--- config.mk ---
export PLATFORM = sky130hd
export DESIGN_NAME = baro_temp_pressure_compensation_flat
export DESIGN_NICKNAME = d
export VERILOG_FILES = /design/src/rtl/bptc_pkg.sv /design/src/rtl/bptc_sample_if.sv /design/src/rtl/bptc_result_if.sv /design/src/rtl/bptc_datapath.sv /design/src/rtl/bptc_ctrl.sv /design/src/rtl/baro_temp_pressure_compensation.sv /design/src/flat_wrapper.sv
export SDC_FILE = /design/constraint.sdc
export NUM_CORES = 2
export LEC_CHECK = 0
export ABC_AREA = 1
export BUFFER_PORTS_ARGS = -buffer_cell sky130_fd_sc_hd__buf_2
export CAP_MARGIN = 40
export CELL_PAD_IN_SITES_DETAIL_PLACEMENT = 0
export CELL_PAD_IN_SITES_GLOBAL_PLACEMENT = 1
export CORE_ASPECT_RATIO = 1.4
export CORE_MARGIN = 4
export CORE_UTILIZATION = 40
export DETAILED_ROUTE_END_ITERATION = 7
export GPL_TIMING_DRIVEN = 1
export PLACE_DENSITY_LB_ADDON = 0.1
export SYNTH_ARGS = -nofsm -noshare
export SYNTH_HDL_FRONTEND = slang
export SYNTH_SLANG_ARGS = --single-unit
--- constraint.sdc ---
create_clock -name i_clk -period 19.2 [get_ports i_clk]
set_input_delay 0.96 -clock i_clk [delete_from_list [all_inputs] [get_ports i_clk]]
set_output_delay 0.96 -clock i_clk [all_outputs]
set_load 0.01 [all_outputs]
--- src/rtl/bptc_pkg.sv ---
// shared types, widths and constants for the barometric compensation block
`default_nettype none

package bptc_pkg;

    localparam int RAW_W    = 24;
    localparam int COEF_W   = 16;
    localparam int CFG_IDX_W = 3;
    localparam int VALUE_W  = 18;

    localparam int DT_W     = 26;
    localparam int MUL_A_W  = 26;
    localparam int MUL_B_W  = 19;
    localparam int PROD_W   = MUL_A_W + MUL_B_W;
    localparam int TEMP_W   = 22;
    localparam int OFF_W    = 36;
    localparam int SENS_W   = 35;
    localparam int ACC_W    = 60;
    localparam int DIFF_W   = 40;
    localparam int PRES_W   = 25;

    localparam logic signed [DT_W-1:0]   DT_MAX   = 26'sd16777216;
    localparam logic signed [DT_W-1:0]   DT_MIN   = -26'sd16776960;
    localparam logic signed [TEMP_W-1:0] TEMP_BASE = 22'sd2000;
    localparam logic signed [TEMP_W-1:0] TEMP_MAX = 22'sd8500;
    localparam logic signed [TEMP_W-1:0] TEMP_MIN = -22'sd4000;
    localparam logic signed [OFF_W-1:0]  OFF_MAX  = 36'sd12884705280;
    localparam logic signed [OFF_W-1:0]  OFF_MIN  = -36'sd8589672450;
    localparam logic signed [SENS_W-1:0] SENS_MAX = 35'sd6442352640;
    localparam logic signed [SENS_W-1:0] SENS_MIN = -35'sd4294836225;
    localparam logic signed [PRES_W-1:0] PRES_MAX = 25'sd120000;
    localparam logic signed [PRES_W-1:0] PRES_MIN = 25'sd1000;

    localparam logic signed [PROD_W-1:0] BIAS_SHR7  = 45'sd127;
    localparam logic signed [PROD_W-1:0] BIAS_SHR8  = 45'sd255;
    localparam logic signed [PROD_W-1:0] BIAS_SHR23 = 45'sd8388607;
    localparam logic signed [ACC_W-1:0]  BIAS_SHR21 = 60'sd2097151;
    localparam logic signed [DIFF_W-1:0] BIAS_SHR15 = 40'sd32767;

    localparam logic KIND_TEMP = 1'b0;
    localparam logic KIND_PRES = 1'b1;

    typedef enum logic [CFG_IDX_W-1:0] {
        CFG_SENS         = 3'd0,
        CFG_OFFSET       = 3'd1,
        CFG_SENS_TEMPCO  = 3'd2,
        CFG_OFFSET_TEMPCO = 3'd3,
        CFG_REF_TEMP     = 3'd4,
        CFG_TEMP_SLOPE   = 3'd5
    } t_cfg_idx;

    typedef enum logic [3:0] {
        ST_IDLE,
        ST_T_DIFF,
        ST_T_MUL,
        ST_T_DONE,
        ST_P_MUL_OFF,
        ST_P_OFF,
        ST_P_SENS,
        ST_P_MUL_LO,
        ST_P_MUL_HI,
        ST_P_ACC,
        ST_P_DIFF,
        ST_P_DONE
    } t_state;

    typedef enum logic [3:0] {
        DP_NOP,
        DP_T_DIFF,
        DP_T_MUL,
        DP_T_OUT,
        DP_P_MUL_OFF,
        DP_P_OFF,
        DP_P_SENS,
        DP_P_MUL_LO,
        DP_P_MUL_HI,
        DP_P_ACC,
        DP_P_DIFF,
        DP_P_OUT
    } t_dp_op;

    typedef struct packed {
        logic   load;
        t_dp_op op;
    } t_dp_cmd;

endpackage

`default_nettype wire

--- src/rtl/bptc_sample_if.sv ---
// request channel carrying raw converter samples
`default_nettype none

interface bptc_sample_if;
    logic                         valid;
    logic                         ready;
    logic                         kind;
    logic [bptc_pkg::RAW_W-1:0]   raw_sample;

    modport source (output valid, output kind, output raw_sample, input ready);
    modport sink   (input valid, input kind, input raw_sample, output ready);
endinterface

`default_nettype wire

--- src/rtl/bptc_result_if.sv ---
// handshake channel carrying compensated results
`default_nettype none

interface bptc_result_if;
    logic                                valid;
    logic                                ready;
    logic                                result_kind;
    logic signed [bptc_pkg::VALUE_W-1:0] result_value;
    logic                                out_of_range;

    modport source (output valid, output result_kind, output result_value,
                    output out_of_range, input ready);
    modport sink   (input valid, input result_kind, input result_value,
                    input out_of_range, output ready);
endinterface

`default_nettype wire

--- src/rtl/bptc_datapath.sv ---
// datapath: coefficients, kept dT, shared multiplier and result registers
`default_nettype none

module bptc_datapath (
    input  wire logic                                 i_clk,
    input  wire logic                                 i_rst_n,
    input  wire bptc_pkg::t_dp_cmd                    i_cmd,
    input  wire logic                                 i_kind,
    input  wire logic [bptc_pkg::RAW_W-1:0]           i_raw_sample,
    input  wire logic                                 i_cfg_wr_en,
    input  wire logic [bptc_pkg::CFG_IDX_W-1:0]       i_cfg_index,
    input  wire logic [bptc_pkg::COEF_W-1:0]          i_cfg_data,
    output logic                                      o_result_kind,
    output logic signed [bptc_pkg::VALUE_W-1:0]       o_result_value,
    output logic                                      o_out_of_range
);

    logic [bptc_pkg::COEF_W-1:0] r_c1, r_c2, r_c3, r_c4, r_c5, r_c6;
    logic signed [bptc_pkg::DT_W-1:0] r_last_dt;

    logic                             r_kind;
    logic [bptc_pkg::RAW_W-1:0]       r_raw;
    logic signed [bptc_pkg::DT_W-1:0] r_dt_new;
    logic signed [bptc_pkg::PROD_W-1:0] r_prod;
    logic signed [bptc_pkg::OFF_W-1:0]  r_off;
    logic signed [bptc_pkg::SENS_W-1:0] r_sens;
    logic signed [bptc_pkg::ACC_W-1:0]  r_acc;
    logic signed [bptc_pkg::DIFF_W-1:0] r_diff;

    logic                                r_res_kind;
    logic signed [bptc_pkg::VALUE_W-1:0] r_res_value;
    logic                                r_res_bad;

    logic signed [bptc_pkg::MUL_A_W-1:0] w_mul_a;
    logic signed [bptc_pkg::MUL_B_W-1:0] w_mul_b;
    logic                                w_mul_en;
    logic signed [bptc_pkg::PROD_W-1:0]  w_prod;

    logic signed [bptc_pkg::DT_W-1:0]    w_dt;
    logic signed [bptc_pkg::PROD_W-1:0]  w_prod_b7, w_prod_b8, w_prod_b23;
    logic signed [bptc_pkg::TEMP_W-1:0]  w_temp;
    logic                                w_temp_bad;
    logic signed [bptc_pkg::OFF_W-1:0]   w_off;
    logic signed [bptc_pkg::SENS_W-1:0]  w_sens;
    logic signed [bptc_pkg::ACC_W-1:0]   w_acc_b;
    logic signed [bptc_pkg::DIFF_W-1:0]  w_q;
    logic signed [bptc_pkg::DIFF_W-1:0]  w_diff_b;
    logic signed [bptc_pkg::PRES_W-1:0]  w_pres;
    logic                                w_pres_bad;

    // configuration words
    always_ff @(posedge i_clk) begin
        if (!i_rst_n) begin
            r_c1 <= '0;
            r_c2 <= '0;
            r_c3 <= '0;
            r_c4 <= '0;
            r_c5 <= '0;
            r_c6 <= '0;
        end else if (i_cfg_wr_en) begin
            case (i_cfg_index)
                bptc_pkg::CFG_SENS:          r_c1 <= i_cfg_data;
                bptc_pkg::CFG_OFFSET:        r_c2 <= i_cfg_data;
                bptc_pkg::CFG_SENS_TEMPCO:   r_c3 <= i_cfg_data;
                bptc_pkg::CFG_OFFSET_TEMPCO: r_c4 <= i_cfg_data;
                bptc_pkg::CFG_REF_TEMP:      r_c5 <= i_cfg_data;
                bptc_pkg::CFG_TEMP_SLOPE:    r_c6 <= i_cfg_data;
                default: begin
                end
            endcase
        end
    end

    // shared multiplier operand selection
    always_comb begin
        w_mul_a  = '0;
        w_mul_b  = '0;
        w_mul_en = 1'b0;
        case (i_cmd.op)
            bptc_pkg::DP_T_MUL: begin
                w_mul_a  = r_dt_new;
                w_mul_b  = $signed({3'b000, r_c6});
                w_mul_en = 1'b1;
            end
            bptc_pkg::DP_P_MUL_OFF: begin
                w_mul_a  = r_last_dt;
                w_mul_b  = $signed({3'b000, r_c4});
                w_mul_en = 1'b1;
            end
            bptc_pkg::DP_P_OFF: begin
                w_mul_a  = r_last_dt;
                w_mul_b  = $signed({3'b000, r_c3});
                w_mul_en = 1'b1;
            end
            bptc_pkg::DP_P_MUL_LO: begin
                w_mul_a  = $signed({2'b00, r_raw});
                w_mul_b  = $signed({3'b000, r_sens[15:0]});
                w_mul_en = 1'b1;
            end
            bptc_pkg::DP_P_MUL_HI: begin
                w_mul_a  = $signed({2'b00, r_raw});
                w_mul_b  = r_sens[bptc_pkg::SENS_W-1:16];
                w_mul_en = 1'b1;
            end
            default: begin
            end
        endcase
    end

    assign w_prod = w_mul_a * w_mul_b;

    // truncating shifts: add (2^k - 1) to negative values first
    assign w_dt = $signed({2'b00, r_raw}) - $signed({2'b00, r_c5, 8'h00});

    assign w_prod_b23 = r_prod + (r_prod[bptc_pkg::PROD_W-1] ? bptc_pkg::BIAS_SHR23 : '0);
    assign w_temp = $signed(w_prod_b23[44:23]) + bptc_pkg::TEMP_BASE;
    assign w_temp_bad = (r_dt_new > bptc_pkg::DT_MAX) || (r_dt_new < bptc_pkg::DT_MIN) ||
                        (w_temp > bptc_pkg::TEMP_MAX) || (w_temp < bptc_pkg::TEMP_MIN);

    assign w_prod_b7 = r_prod + (r_prod[bptc_pkg::PROD_W-1] ? bptc_pkg::BIAS_SHR7 : '0);
    assign w_off = $signed({4'h0, r_c2, 16'h0000}) + $signed(w_prod_b7[42:7]);

    assign w_prod_b8 = r_prod + (r_prod[bptc_pkg::PROD_W-1] ? bptc_pkg::BIAS_SHR8 : '0);
    assign w_sens = $signed({4'h0, r_c1, 15'h0000}) + $signed(w_prod_b8[42:8]);

    assign w_acc_b = r_acc + (r_acc[bptc_pkg::ACC_W-1] ? bptc_pkg::BIAS_SHR21 : '0);
    assign w_q = bptc_pkg::DIFF_W'($signed(w_acc_b[59:21]));

    assign w_diff_b = r_diff + (r_diff[bptc_pkg::DIFF_W-1] ? bptc_pkg::BIAS_SHR15 : '0);
    assign w_pres = $signed(w_diff_b[39:15]);
    assign w_pres_bad = (r_off > bptc_pkg::OFF_MAX) || (r_off < bptc_pkg::OFF_MIN) ||
                        (r_sens > bptc_pkg::SENS_MAX) || (r_sens < bptc_pkg::SENS_MIN) ||
                        (w_pres > bptc_pkg::PRES_MAX) || (w_pres < bptc_pkg::PRES_MIN);

    // working registers
    always_ff @(posedge i_clk) begin
        if (i_cmd.load) begin
            r_kind <= i_kind;
            r_raw  <= i_raw_sample;
        end
        if (w_mul_en) begin
            r_prod <= w_prod;
        end
        case (i_cmd.op)
            bptc_pkg::DP_T_DIFF:   r_dt_new <= w_dt;
            bptc_pkg::DP_P_OFF:    r_off    <= w_off;
            bptc_pkg::DP_P_SENS:   r_sens   <= w_sens;
            bptc_pkg::DP_P_MUL_HI: r_acc    <= bptc_pkg::ACC_W'(r_prod);
            bptc_pkg::DP_P_ACC:    r_acc    <= r_acc + $signed({r_prod[43:0], 16'h0000});
            bptc_pkg::DP_P_DIFF:   r_diff   <= w_q - bptc_pkg::DIFF_W'(r_off);
            default: begin
            end
        endcase
    end

    // kept temperature difference
    always_ff @(posedge i_clk) begin
        if (!i_rst_n) begin
            r_last_dt <= '0;
        end else if ((i_cmd.op == bptc_pkg::DP_T_OUT) && !w_temp_bad) begin
            r_last_dt <= r_dt_new;
        end
    end

    // output payload register
    always_ff @(posedge i_clk) begin
        case (i_cmd.op)
            bptc_pkg::DP_T_OUT: begin
                r_res_kind  <= r_kind;
                r_res_value <= w_temp_bad ? '0 : w_temp[bptc_pkg::VALUE_W-1:0];
                r_res_bad   <= w_temp_bad;
            end
            bptc_pkg::DP_P_OUT: begin
                r_res_kind  <= r_kind;
                r_res_value <= w_pres_bad ? '0 : w_pres[bptc_pkg::VALUE_W-1:0];
                r_res_bad   <= w_pres_bad;
            end
            default: begin
            end
        endcase
    end

    assign o_result_kind  = r_res_kind;
    assign o_result_value = r_res_value;
    assign o_out_of_range = r_res_bad;

endmodule

`default_nettype wire

--- src/rtl/bptc_ctrl.sv ---
// controller: sequences the datapath and holds the result valid flag
`default_nettype none

module bptc_ctrl (
    input  wire logic         i_clk,
    input  wire logic         i_rst_n,
    input  wire logic         i_in_valid,
    input  wire logic         i_in_kind,
    input  wire logic         i_out_ready,
    output logic              o_in_ready,
    output logic              o_out_valid,
    output bptc_pkg::t_dp_cmd o_cmd
);

    bptc_pkg::t_state r_state, n_state;
    logic             r_out_valid, n_out_valid;
    logic             w_out_free;

    assign w_out_free = !r_out_valid || i_out_ready;

    always_ff @(posedge i_clk) begin
        if (!i_rst_n) begin
            r_state     <= bptc_pkg::ST_IDLE;
            r_out_valid <= 1'b0;
        end else begin
            r_state     <= n_state;
            r_out_valid <= n_out_valid;
        end
    end

    // next state
    always_comb begin
        n_state = r_state;
        case (r_state)
            bptc_pkg::ST_IDLE: begin
                if (i_in_valid) begin
                    n_state = (i_in_kind == bptc_pkg::KIND_PRES) ?
                              bptc_pkg::ST_P_MUL_OFF : bptc_pkg::ST_T_DIFF;
                end
            end
            bptc_pkg::ST_T_DIFF:    n_state = bptc_pkg::ST_T_MUL;
            bptc_pkg::ST_T_MUL:     n_state = bptc_pkg::ST_T_DONE;
            bptc_pkg::ST_T_DONE: begin
                if (w_out_free) begin
                    n_state = bptc_pkg::ST_IDLE;
                end
            end
            bptc_pkg::ST_P_MUL_OFF: n_state = bptc_pkg::ST_P_OFF;
            bptc_pkg::ST_P_OFF:     n_state = bptc_pkg::ST_P_SENS;
            bptc_pkg::ST_P_SENS:    n_state = bptc_pkg::ST_P_MUL_LO;
            bptc_pkg::ST_P_MUL_LO:  n_state = bptc_pkg::ST_P_MUL_HI;
            bptc_pkg::ST_P_MUL_HI:  n_state = bptc_pkg::ST_P_ACC;
            bptc_pkg::ST_P_ACC:     n_state = bptc_pkg::ST_P_DIFF;
            bptc_pkg::ST_P_DIFF:    n_state = bptc_pkg::ST_P_DONE;
            bptc_pkg::ST_P_DONE: begin
                if (w_out_free) begin
                    n_state = bptc_pkg::ST_IDLE;
                end
            end
            default:                n_state = bptc_pkg::ST_IDLE;
        endcase
    end

    // outputs and datapath commands
    always_comb begin
        o_in_ready  = 1'b0;
        o_cmd.load  = 1'b0;
        o_cmd.op    = bptc_pkg::DP_NOP;
        n_out_valid = r_out_valid && !i_out_ready;
        case (r_state)
            bptc_pkg::ST_IDLE: begin
                o_in_ready = 1'b1;
                o_cmd.load = i_in_valid;
            end
            bptc_pkg::ST_T_DIFF:    o_cmd.op = bptc_pkg::DP_T_DIFF;
            bptc_pkg::ST_T_MUL:     o_cmd.op = bptc_pkg::DP_T_MUL;
            bptc_pkg::ST_T_DONE: begin
                // result register must be empty or draining this cycle
                if (w_out_free) begin
                    o_cmd.op    = bptc_pkg::DP_T_OUT;
                    n_out_valid = 1'b1;
                end
            end
            bptc_pkg::ST_P_MUL_OFF: o_cmd.op = bptc_pkg::DP_P_MUL_OFF;
            bptc_pkg::ST_P_OFF:     o_cmd.op = bptc_pkg::DP_P_OFF;
            bptc_pkg::ST_P_SENS:    o_cmd.op = bptc_pkg::DP_P_SENS;
            bptc_pkg::ST_P_MUL_LO:  o_cmd.op = bptc_pkg::DP_P_MUL_LO;
            bptc_pkg::ST_P_MUL_HI:  o_cmd.op = bptc_pkg::DP_P_MUL_HI;
            bptc_pkg::ST_P_ACC:     o_cmd.op = bptc_pkg::DP_P_ACC;
            bptc_pkg::ST_P_DIFF:    o_cmd.op = bptc_pkg::DP_P_DIFF;
            bptc_pkg::ST_P_DONE: begin
                if (w_out_free) begin
                    o_cmd.op    = bptc_pkg::DP_P_OUT;
                    n_out_valid = 1'b1;
                end
            end
            default: begin
            end
        endcase
    end

    assign o_out_valid = r_out_valid;

endmodule

`default_nettype wire

--- src/rtl/baro_temp_pressure_compensation.sv ---
// top level: first-order barometric temperature and pressure compensation
// Usage:
//   i_sample carries one raw 24-bit reading per request, tagged by kind as a
//   temperature (0) or pressure (1) sample. o_result returns exactly one
//   result per request: its kind, the value (0.01 degC or Pa, 0 on error)
//   and an out-of-range flag. The six calibration words are written through
//   i_cfg_wr_en / i_cfg_index / i_cfg_data while the block is idle.
// Timing:
//   one request at a time passes through a single shared 26x19 multiplier
//   stepped by the controller. A temperature request takes the accept plus
//   3 steps, a pressure request the accept plus 8 steps; the final step
//   waits while the output register holds an untaken result, and the result
//   appears on o_result in the cycle after the last step.
// Reset and stalls:
//   synchronous reset clears the calibration words, the kept temperature
//   difference and the result valid flag. A finished result is held in an
//   output register, so a new request is accepted while it waits; if the
//   receiver stalls, the next item's final step waits until the register
//   drains, and no further request is taken meanwhile.
`default_nettype none

module baro_temp_pressure_compensation (
    input  wire logic                               i_clk,
    input  wire logic                               i_rst_n,
    bptc_sample_if.sink                             i_sample,
    bptc_result_if.source                           o_result,
    input  wire logic                               i_cfg_wr_en,
    input  wire logic [bptc_pkg::CFG_IDX_W-1:0]     i_cfg_index,
    input  wire logic [bptc_pkg::COEF_W-1:0]        i_cfg_data
);

    bptc_pkg::t_dp_cmd w_cmd;

    bptc_ctrl u_ctrl (
        .i_clk       (i_clk),
        .i_rst_n     (i_rst_n),
        .i_in_valid  (i_sample.valid),
        .i_in_kind   (i_sample.kind),
        .i_out_ready (o_result.ready),
        .o_in_ready  (i_sample.ready),
        .o_out_valid (o_result.valid),
        .o_cmd       (w_cmd)
    );

    bptc_datapath u_datapath (
        .i_clk          (i_clk),
        .i_rst_n        (i_rst_n),
        .i_cmd          (w_cmd),
        .i_kind         (i_sample.kind),
        .i_raw_sample   (i_sample.raw_sample),
        .i_cfg_wr_en    (i_cfg_wr_en),
        .i_cfg_index    (i_cfg_index),
        .i_cfg_data     (i_cfg_data),
        .o_result_kind  (o_result.result_kind),
        .o_result_value (o_result.result_value),
        .o_out_of_range (o_result.out_of_range)
    );

endmodule

`default_nettype wire
--- src/flat_wrapper.sv ---
// flat-port wrapper written by rule: the top's interface ports become plain ports
module baro_temp_pressure_compensation_flat 
  (i_clk, i_rst_n, i_cfg_wr_en, i_cfg_index, i_cfg_data, i_sample_valid, i_sample_kind, i_sample_raw_sample, i_sample_ready, o_result_valid, o_result_result_kind, o_result_result_value, o_result_out_of_range, o_result_ready);
  bptc_sample_if i_sample_i ();
  bptc_result_if o_result_i ();
  input  wire logic i_clk;
  input  wire logic i_rst_n;
  input  wire logic i_cfg_wr_en;
  input  wire logic [bptc_pkg::CFG_IDX_W-1:0] i_cfg_index;
  input  wire logic [bptc_pkg::COEF_W-1:0] i_cfg_data;
  input wire logic [$bits(i_sample_i.valid)-1:0] i_sample_valid;
  input wire logic [$bits(i_sample_i.kind)-1:0] i_sample_kind;
  input wire logic [$bits(i_sample_i.raw_sample)-1:0] i_sample_raw_sample;
  output wire logic [$bits(i_sample_i.ready)-1:0] i_sample_ready;
  output wire logic [$bits(o_result_i.valid)-1:0] o_result_valid;
  output wire logic [$bits(o_result_i.result_kind)-1:0] o_result_result_kind;
  output wire logic [$bits(o_result_i.result_value)-1:0] o_result_result_value;
  output wire logic [$bits(o_result_i.out_of_range)-1:0] o_result_out_of_range;
  input wire logic [$bits(o_result_i.ready)-1:0] o_result_ready;
  assign i_sample_i.valid = i_sample_valid;
  assign i_sample_i.kind = i_sample_kind;
  assign i_sample_i.raw_sample = i_sample_raw_sample;
  assign i_sample_ready = i_sample_i.ready;
  assign o_result_valid = o_result_i.valid;
  assign o_result_result_kind = o_result_i.result_kind;
  assign o_result_result_value = o_result_i.result_value;
  assign o_result_out_of_range = o_result_i.out_of_range;
  assign o_result_i.ready = o_result_ready;
  baro_temp_pressure_compensation u_core (.i_clk(i_clk), .i_rst_n(i_rst_n), .i_sample(i_sample_i), .o_result(o_result_i), .i_cfg_wr_en(i_cfg_wr_en), .i_cfg_index(i_cfg_index), .i_cfg_data(i_cfg_data));
endmodule
Word-level counts from Yosys, hierarchy flattened:

Cells that the tools add are included.

* equal/unequal tests: 29
* $lt $le $gt $ge: 10
* multiplexer cells: 24
* add/subtract/negate cells: 11
* $mul: 1
* reduce and logical (&&, ||, !) cells: 30

Operators with widths (number)
* case mux 60 bit (2 select lines): 1
* case mux 19 bit (5 select lines): 1
* case mux 4 bit (11 select lines): 2
* case mux 26 bit (3 select lines): 1
* adder 60 x 21 -> 60 bit: 1
* adder 60 bit: 1
* adder 45 x 23 -> 45 bit: 1
* multiplier 26 x 19 -> 45 bit: 1
* adder 43 x 7 -> 43 bit: 1
* adder 43 x 8 -> 43 bit: 1
* adder 40 x 15 -> 40 bit: 1
* subtractor 39 x 36 -> 40 bit: 1
* adder 33 x 36 -> 36 bit: 1
* greater-than comparator 36 x 35 -> 1 bit, second input constant: 1
* less-than comparator 36 x 34 -> 1 bit, second input constant: 1
* two-way mux 18 bit: 2
* case mux 18 bit (2 select lines): 1
* adder 32 x 35 -> 35 bit: 1
* greater-than comparator 35 x 34 -> 1 bit, second input constant: 1
* less-than comparator 35 x 33 -> 1 bit, second input constant: 1
* == test 4 x 3 -> 1 bit, second input constant: 8
* == test 4 bit, second input constant: 8
* greater-than comparator 26 bit, second input constant: 1
* less-than comparator 26 x 25 -> 1 bit, second input constant: 1
* other kinds (32): 65

* flip-flop bits (word level): 414
* bits of input ports: 49
* word-level logic and storage cells: 125
* output and inout port bits: 22

Logic depth before layout (Yosys ltp):

* depth after elaboration: 8
* depth in mapped cells: 51
* depth with buffers taken out: 49

Cells and area by module:

From an unflattened synthesis, not the netlist that was laid out.

* cells, all modules: 5767
* area, all modules: 45369.8 um^2

By module, submodules not included
* bptc_datapath: instances 1, cells an instance 5711, area each 45025.7 um^2, seq. area each 11010.6 um^2
* bptc_ctrl: instances 1, cells an instance 56, area each 344.1 um^2, seq. area each 100.1 um^2

Worst setup path after synthesis:

No wires, ideal clock.

* kind: input port to flip-flop
* from: in o_result_ready
* to: reg u_core.u_datapath.r_prod[33] (netlist bit) (data pin)
* arrival time: 10608 ps
* required time: 18935 ps
* cell stages on the path: 35
* setup time: 265 ps
* slack: 8327 ps
* buffers on the path: 1
* cells stage by stage: nor2_1 > inv_1 > nor2_1 > nor4_1 > inv_1 > nor2_1 > nand2_1 > inv_1 > a32o_1 > nor2_1 > inv_1 > clkbuf_1 > nand2_1 > fa_1 > inv_1 > fa_1 > inv_1 > fa_1 > inv_1 > fa_1 > fa_1 > fa_1 > inv_1 > fa_1 > inv_1 > ha_1 > a21oi_1 > o21ai_0 > a21oi_1 > o21ai_0 > a21oi_1 > o21ai_0 > a21boi_0 > o21ai_0 > xor2_1

* cells in the longest elaborated chain, start to end: 7
* elaborated cells between the ends (all ways): 14
* classes of those cells: mul: 1; eq/ne: 5; mux: 5; reduce/logical: 3

Ends and longest elaborated chain
* start: declaration: line flat_wrapper.sv:19 `input wire logic [$bits(o_result_i.ready)-1:0] o_result_ready;`
* logical OR 1 bit (*): line bptc_ctrl.sv:19 `assign w_out_free = !r_out_valid || i_out_ready;`
* two-way mux 4 bit or two-way mux 2 bit (tied branches): line bptc_ctrl.sv:92, bptc_ctrl.sv:79
* case mux 4 bit (11 select lines) (*): line bptc_ctrl.sv:70 `case (r_state)`
* == test 4 bit or == test 4 x 3 -> 1 bit (tied branches): line bptc_datapath.sv:79 `case (i_cmd.op)`
* OR reduction 2 bit (no line)
* case mux 26 bit (3 select lines): line bptc_datapath.sv:79
* multiplier 26 x 19 -> 45 bit (*): line bptc_datapath.sv:110 `assign w_prod = w_mul_a * w_mul_b;`
* named net u_core.u_datapath.w_prod, one bit: line bptc_datapath.sv:37 `logic signed [bptc_pkg::PROD_W-1:0] w_prod;`
* end signal: assignment: line bptc_datapath.sv:142 `r_prod <= w_prod;`
* end: declaration: line bptc_datapath.sv:24 `logic signed [bptc_pkg::PROD_W-1:0] r_prod;`

Mark *: on every way through the listed nets, which the timed path passes. The rest lies on a longest branch.
A chain may end at the register's enable or synchronous reset.

Final worst setup path:

* from: reg u_core.u_ctrl.r_state[2]
* to: reg u_core.u_datapath.r_prod[43] (netlist bit) (data pin)

* cells in the longest elaborated chain, start to end: 6
* elaborated cells between the ends (all ways): 22
* classes of those cells: mul: 1; eq/ne: 16; mux: 3; reduce/logical: 2

Ends and longest elaborated chain
* start: declaration: line bptc_ctrl.sv:15 `bptc_pkg::t_state r_state, n_state;`
* start signal: assignment: line bptc_ctrl.sv:23 `r_state <= bptc_pkg::ST_IDLE;`
* start signal: assignment: line bptc_ctrl.sv:26 `r_state <= n_state;`
* == test 4 bit (tied with other cells): line bptc_ctrl.sv:70
* case mux 4 bit (11 select lines) (*): line bptc_ctrl.sv:70
* == test 4 bit or == test 4 x 3 -> 1 bit (tied branches): line bptc_datapath.sv:79
* OR reduction 2 bit (no line)
* case mux 26 bit (3 select lines): line bptc_datapath.sv:79
* multiplier 26 x 19 -> 45 bit (*): line bptc_datapath.sv:110
* named net u_core.u_datapath.w_prod, one bit: line bptc_datapath.sv:37

Marks and branches as above.

==> run_results.csv <==
group,metric,value,unit
status,status,"complete, no violations",
grt,track_usage,28.12,%
synthesis,ys_types,62,
final_layout,fillCellCount,11810,
detailed_routing,first_iter_violations,2369,
place,post_dp_cell_area,0.04795,mm2
setup_path,cp_data_arrival_time,11.02,ns
setup_path,endpoint,"u_core.u_datapath.r_prod[43]$_DFFE_PP_",
setup_path,crit_type,"reg -> reg",
clock_tree,holdBufCountCts,0,
setup_path,start_kind,"register",
power_and_ir_drop,ir_worst_vdd,0.00007129,V
clock_tree,cts_resized,0,
detailed_routing,drc_errors,0,
place,dp_slack,8.098,ns
synthesis,syn_area_per_cell,7.821,um2
timing,finalCritPeriodShare,55.31,%
power_and_ir_drop,combPwrFrac,51.2,%
timing,drv_slew,0,
floorplan,die_h,408.0,um
floorplan,core_area,0.1133,mm2
clock_tree,clk_pin_slew,0.07,ns
final_layout,syn_to_final_growth,8.645,%
synthesis,syn-num-nets,6693,
synthesis,synth_area,0.04571,mm2
final_layout,drive_gt1_share,4.897,%
clock_tree,cts_made_buffers,48,
synthesis,synth.most_common_cell,"nand2_1",
setup_path,ff2ff_path_depth,37,
place,dp_hpwl,139200,um
grt,overflow,0,
grt,grt_pass1_wl,252800,um
power_and_ir_drop,power_leakage,24.16,nW
clock_tree,htreeDepth,2,
synthesis,postSynthCellCount,5844,
timing,finalHoldViolCount,0,
place,port_buffers,70,
clock_tree,clk_latency,0.64,ns
timing,layout_setup_ws,8.580,ns
detailed_routing,finalWirelength,168400,um
setup_path,r2r_slack,8.58,ns
power_and_ir_drop,pwr-share-seq,28.7,%
floorplan,start_util,40.35,%
timing,fmax,94.17,MHz
synthesis,yosysSeqAreaShare,24.31,%
synthesis,ys_ff_latch,412,
setup_path,critical_path.max_stage_delay,1.09,ns
timing,rsz0062_at_grt,"no",
floorplan,chipWidth,293.7,um
final_layout,nets,6753,
clock_tree,cts_buffer_depth,3,
grt,antenna_found_initial,2,
flow_run,drv_cap,0,
timing,relSlewSlack,36.53,%
synthesis,synth-edff-count,286,
timing,period_needed,10.62,ns
final_layout,design_area,0.04966,mm2
power_and_ir_drop,switching_share,49.38,%
detailed_routing,drtAntennaViolNets,0,
synthesis,synth_top_area_share,21.07,%
clock_tree,cts_tree,"done",
place,place_congestion,0.9412,
place,dp.cells,7334,
floorplan,die_area,0.1198,mm2
setup_path,worst_path_max_delay_cell,"fa_1",
detailed_routing,vias,38640,
setup_path,cp-end-kind,"register",
timing,setup_viol_count_final,0,
setup_path,cp_max_fo,45,
setup_path,r2r-start,"u_core.u_ctrl.r_state[2]$_SDFFE_PN0P_",
power_and_ir_drop,power.share.clock,20.1,%
grt,grt_pass1_vias,40460,
detailed_routing,viasPerCell,5.203,
timing,skew,0.04714,ns
floorplan,rows,146,
timing,tightest_slew,0.9434,ns
clock_tree,cts_num_sinks,412,
clock_tree,root_buffer,"clkbuf_16",
setup_path,required,19.60,ns
timing,tns,0,ns
synthesis,yosys_warnings,0,
setup_path,startpoint,"u_core.u_ctrl.r_state[2]$_SDFFE_PN0P_",
synthesis,async_reset_ff_share,0,%
clock_tree,post_cts_buffers,0,
power_and_ir_drop,powerDensity,99.91,mW/mm2
grt,grt_max_degree,77,
setup_path,r2r_end,"u_core.u_datapath.r_prod[43]$_DFFE_PP_",
synthesis,ys.flop_type,"edfxtp_1",
detailed_routing,first_pass_iters,6,
synthesis,yosysTopAreaCell,"fa_1",
final_layout,finalNonFillerCells,7425,
power_and_ir_drop,p_sw,2.450,mW
setup_path,crit_top_cell,"inv_1",
detailed_routing,wl_per_cell,22.68,um
power_and_ir_drop,p_int,2.511,mW
floorplan,num_io_pins,71,
synthesis,synthTopCellsByCount,"nand2_1, inv_1, nor2_1",
worst_hold_path,min_path_type,"reg -> reg",
synthesis,synthTopCellsByArea,"fa_1, edfxtp_1, nand2_1, inv_1, ha_1",
==> stage by stage <==
stage,util [%],power (mW),hold WS [ns]
finish,43.84,4.961,0.4520
detailed placement,42.33,3.965,0.4205
floorplan,-,2.983,0.4003
global placement,42.30,3.970,0.4044
global route,43.84,5.296,0.4511
CTS,43.84,4.991,0.4463
==> flip-flops by register name, summed over array words and instances (netlist names), 18 cells and up <==
name	count
u_core.u_datapath.r_sens	35
u_core.u_datapath.r_off	36
u_core.u_datapath.r_diff	40
u_core.u_datapath.r_last_dt	25
u_core.u_datapath.o_result_value	18
u_core.u_datapath.r_acc	60
u_core.u_datapath.r_dt_new	25
u_core.u_datapath.r_raw	24
u_core.u_datapath.r_prod	45
==> power groups by stage <==
stage | Sequential (mW) | Combinational, mW | Clock (mW)
floorplan | 1.29 | 1.70 | 0
global placement | 1.44 | 2.53 | 0
detailed placement | 1.44 | 2.53 | 0
CTS | 1.42 | 2.55 | 1.02
global route | 1.43 | 2.81 | 1.06
finish | 1.43 | 2.54 | 0.996
==> metal layers <==
metal  track usage (%)  part of all wire [%]  vias up
met3             2.241                   3.2      378
met1             30.94                    37    18740
met4             15.31                   6.8        0
li1                  -                     -    18570
met5                 0                     0        -
met2             53.17                    53      954
==> cells by family after synthesis <==
family	synth area share, %
AND/OR/NAND/NOR	21.24
buffers and inverters	10.59
adder cells (fa/ha/maj)	29.80
AO/OA/AOI/OAI	9.176
flip-flops	24.31
XOR/XNOR	4.884
==> critical path: cells and delay by family (launching register included) <==
kind,cells,cell delay (ns)
fa+ha+maj,9,4.83
buf+inv,11,2.14
compound gates,8,1.50
simple gates,8,1.45
flops,1,0.36
xor+xnor,1,0.08
==> area by class of cell <==
type                            count  area (um2)  area share (%)
Inverter                         1146        4302           8.663
Multi-Input combinational cell   4158       29800           60.01
Clock buffer                       51        1212           2.442
Clock inverter                     37       490.5          0.9877
Timing Repair Buffer              138       880.8           1.774
Tap cell                         1480        1852           3.729
Sequential cell                   412       11110           22.38
Antenna cell                        3       7.507         0.01512
==> cells in the final DEF (no fill, tap or decap), drive strengths merged, types with 20 or more instances in the layout <==
cell	count
nand2	1169
inv	1138
nor2	787
fa	481
ha	319
a21oi	303
edfxtp	286
o21ai	260
nand3	185
xor2	179
buf	138
dfxtp	126
nand4	83
xnor2	75
nor3	70
clkbuf	51
nor4	43
o21a	35
clkinv	34
a31oi	22
a22oi	22
a21boi	20
==> worst min path at each step <==
stage	startpoint	end	slack [ns]	cells after the start
2_1_floorplan	u_core.u_datapath.r_kind$_DFFE_PP_	u_core.u_datapath.o_result_kind$_DFFE_PP_	0.40	0
3_3_place_gp	u_core.u_datapath.r_kind$_DFFE_PP_	u_core.u_datapath.o_result_kind$_DFFE_PP_	0.40	0
3_5_place_dp	u_core.u_datapath.r_kind$_DFFE_PP_	u_core.u_datapath.o_result_kind$_DFFE_PP_	0.42	0
4_1_cts	i_sample_raw_sample[3]	u_core.u_datapath.r_raw[3]$_DFFE_PP_	0.45	1
5_1_grt	u_core.u_datapath.r_kind$_DFFE_PP_	u_core.u_datapath.o_result_kind$_DFFE_PP_	0.45	0
6_report	u_core.u_datapath.r_kind$_DFFE_PP_	u_core.u_datapath.o_result_kind$_DFFE_PP_	0.45	0
(Power assumes the default switching activity.)
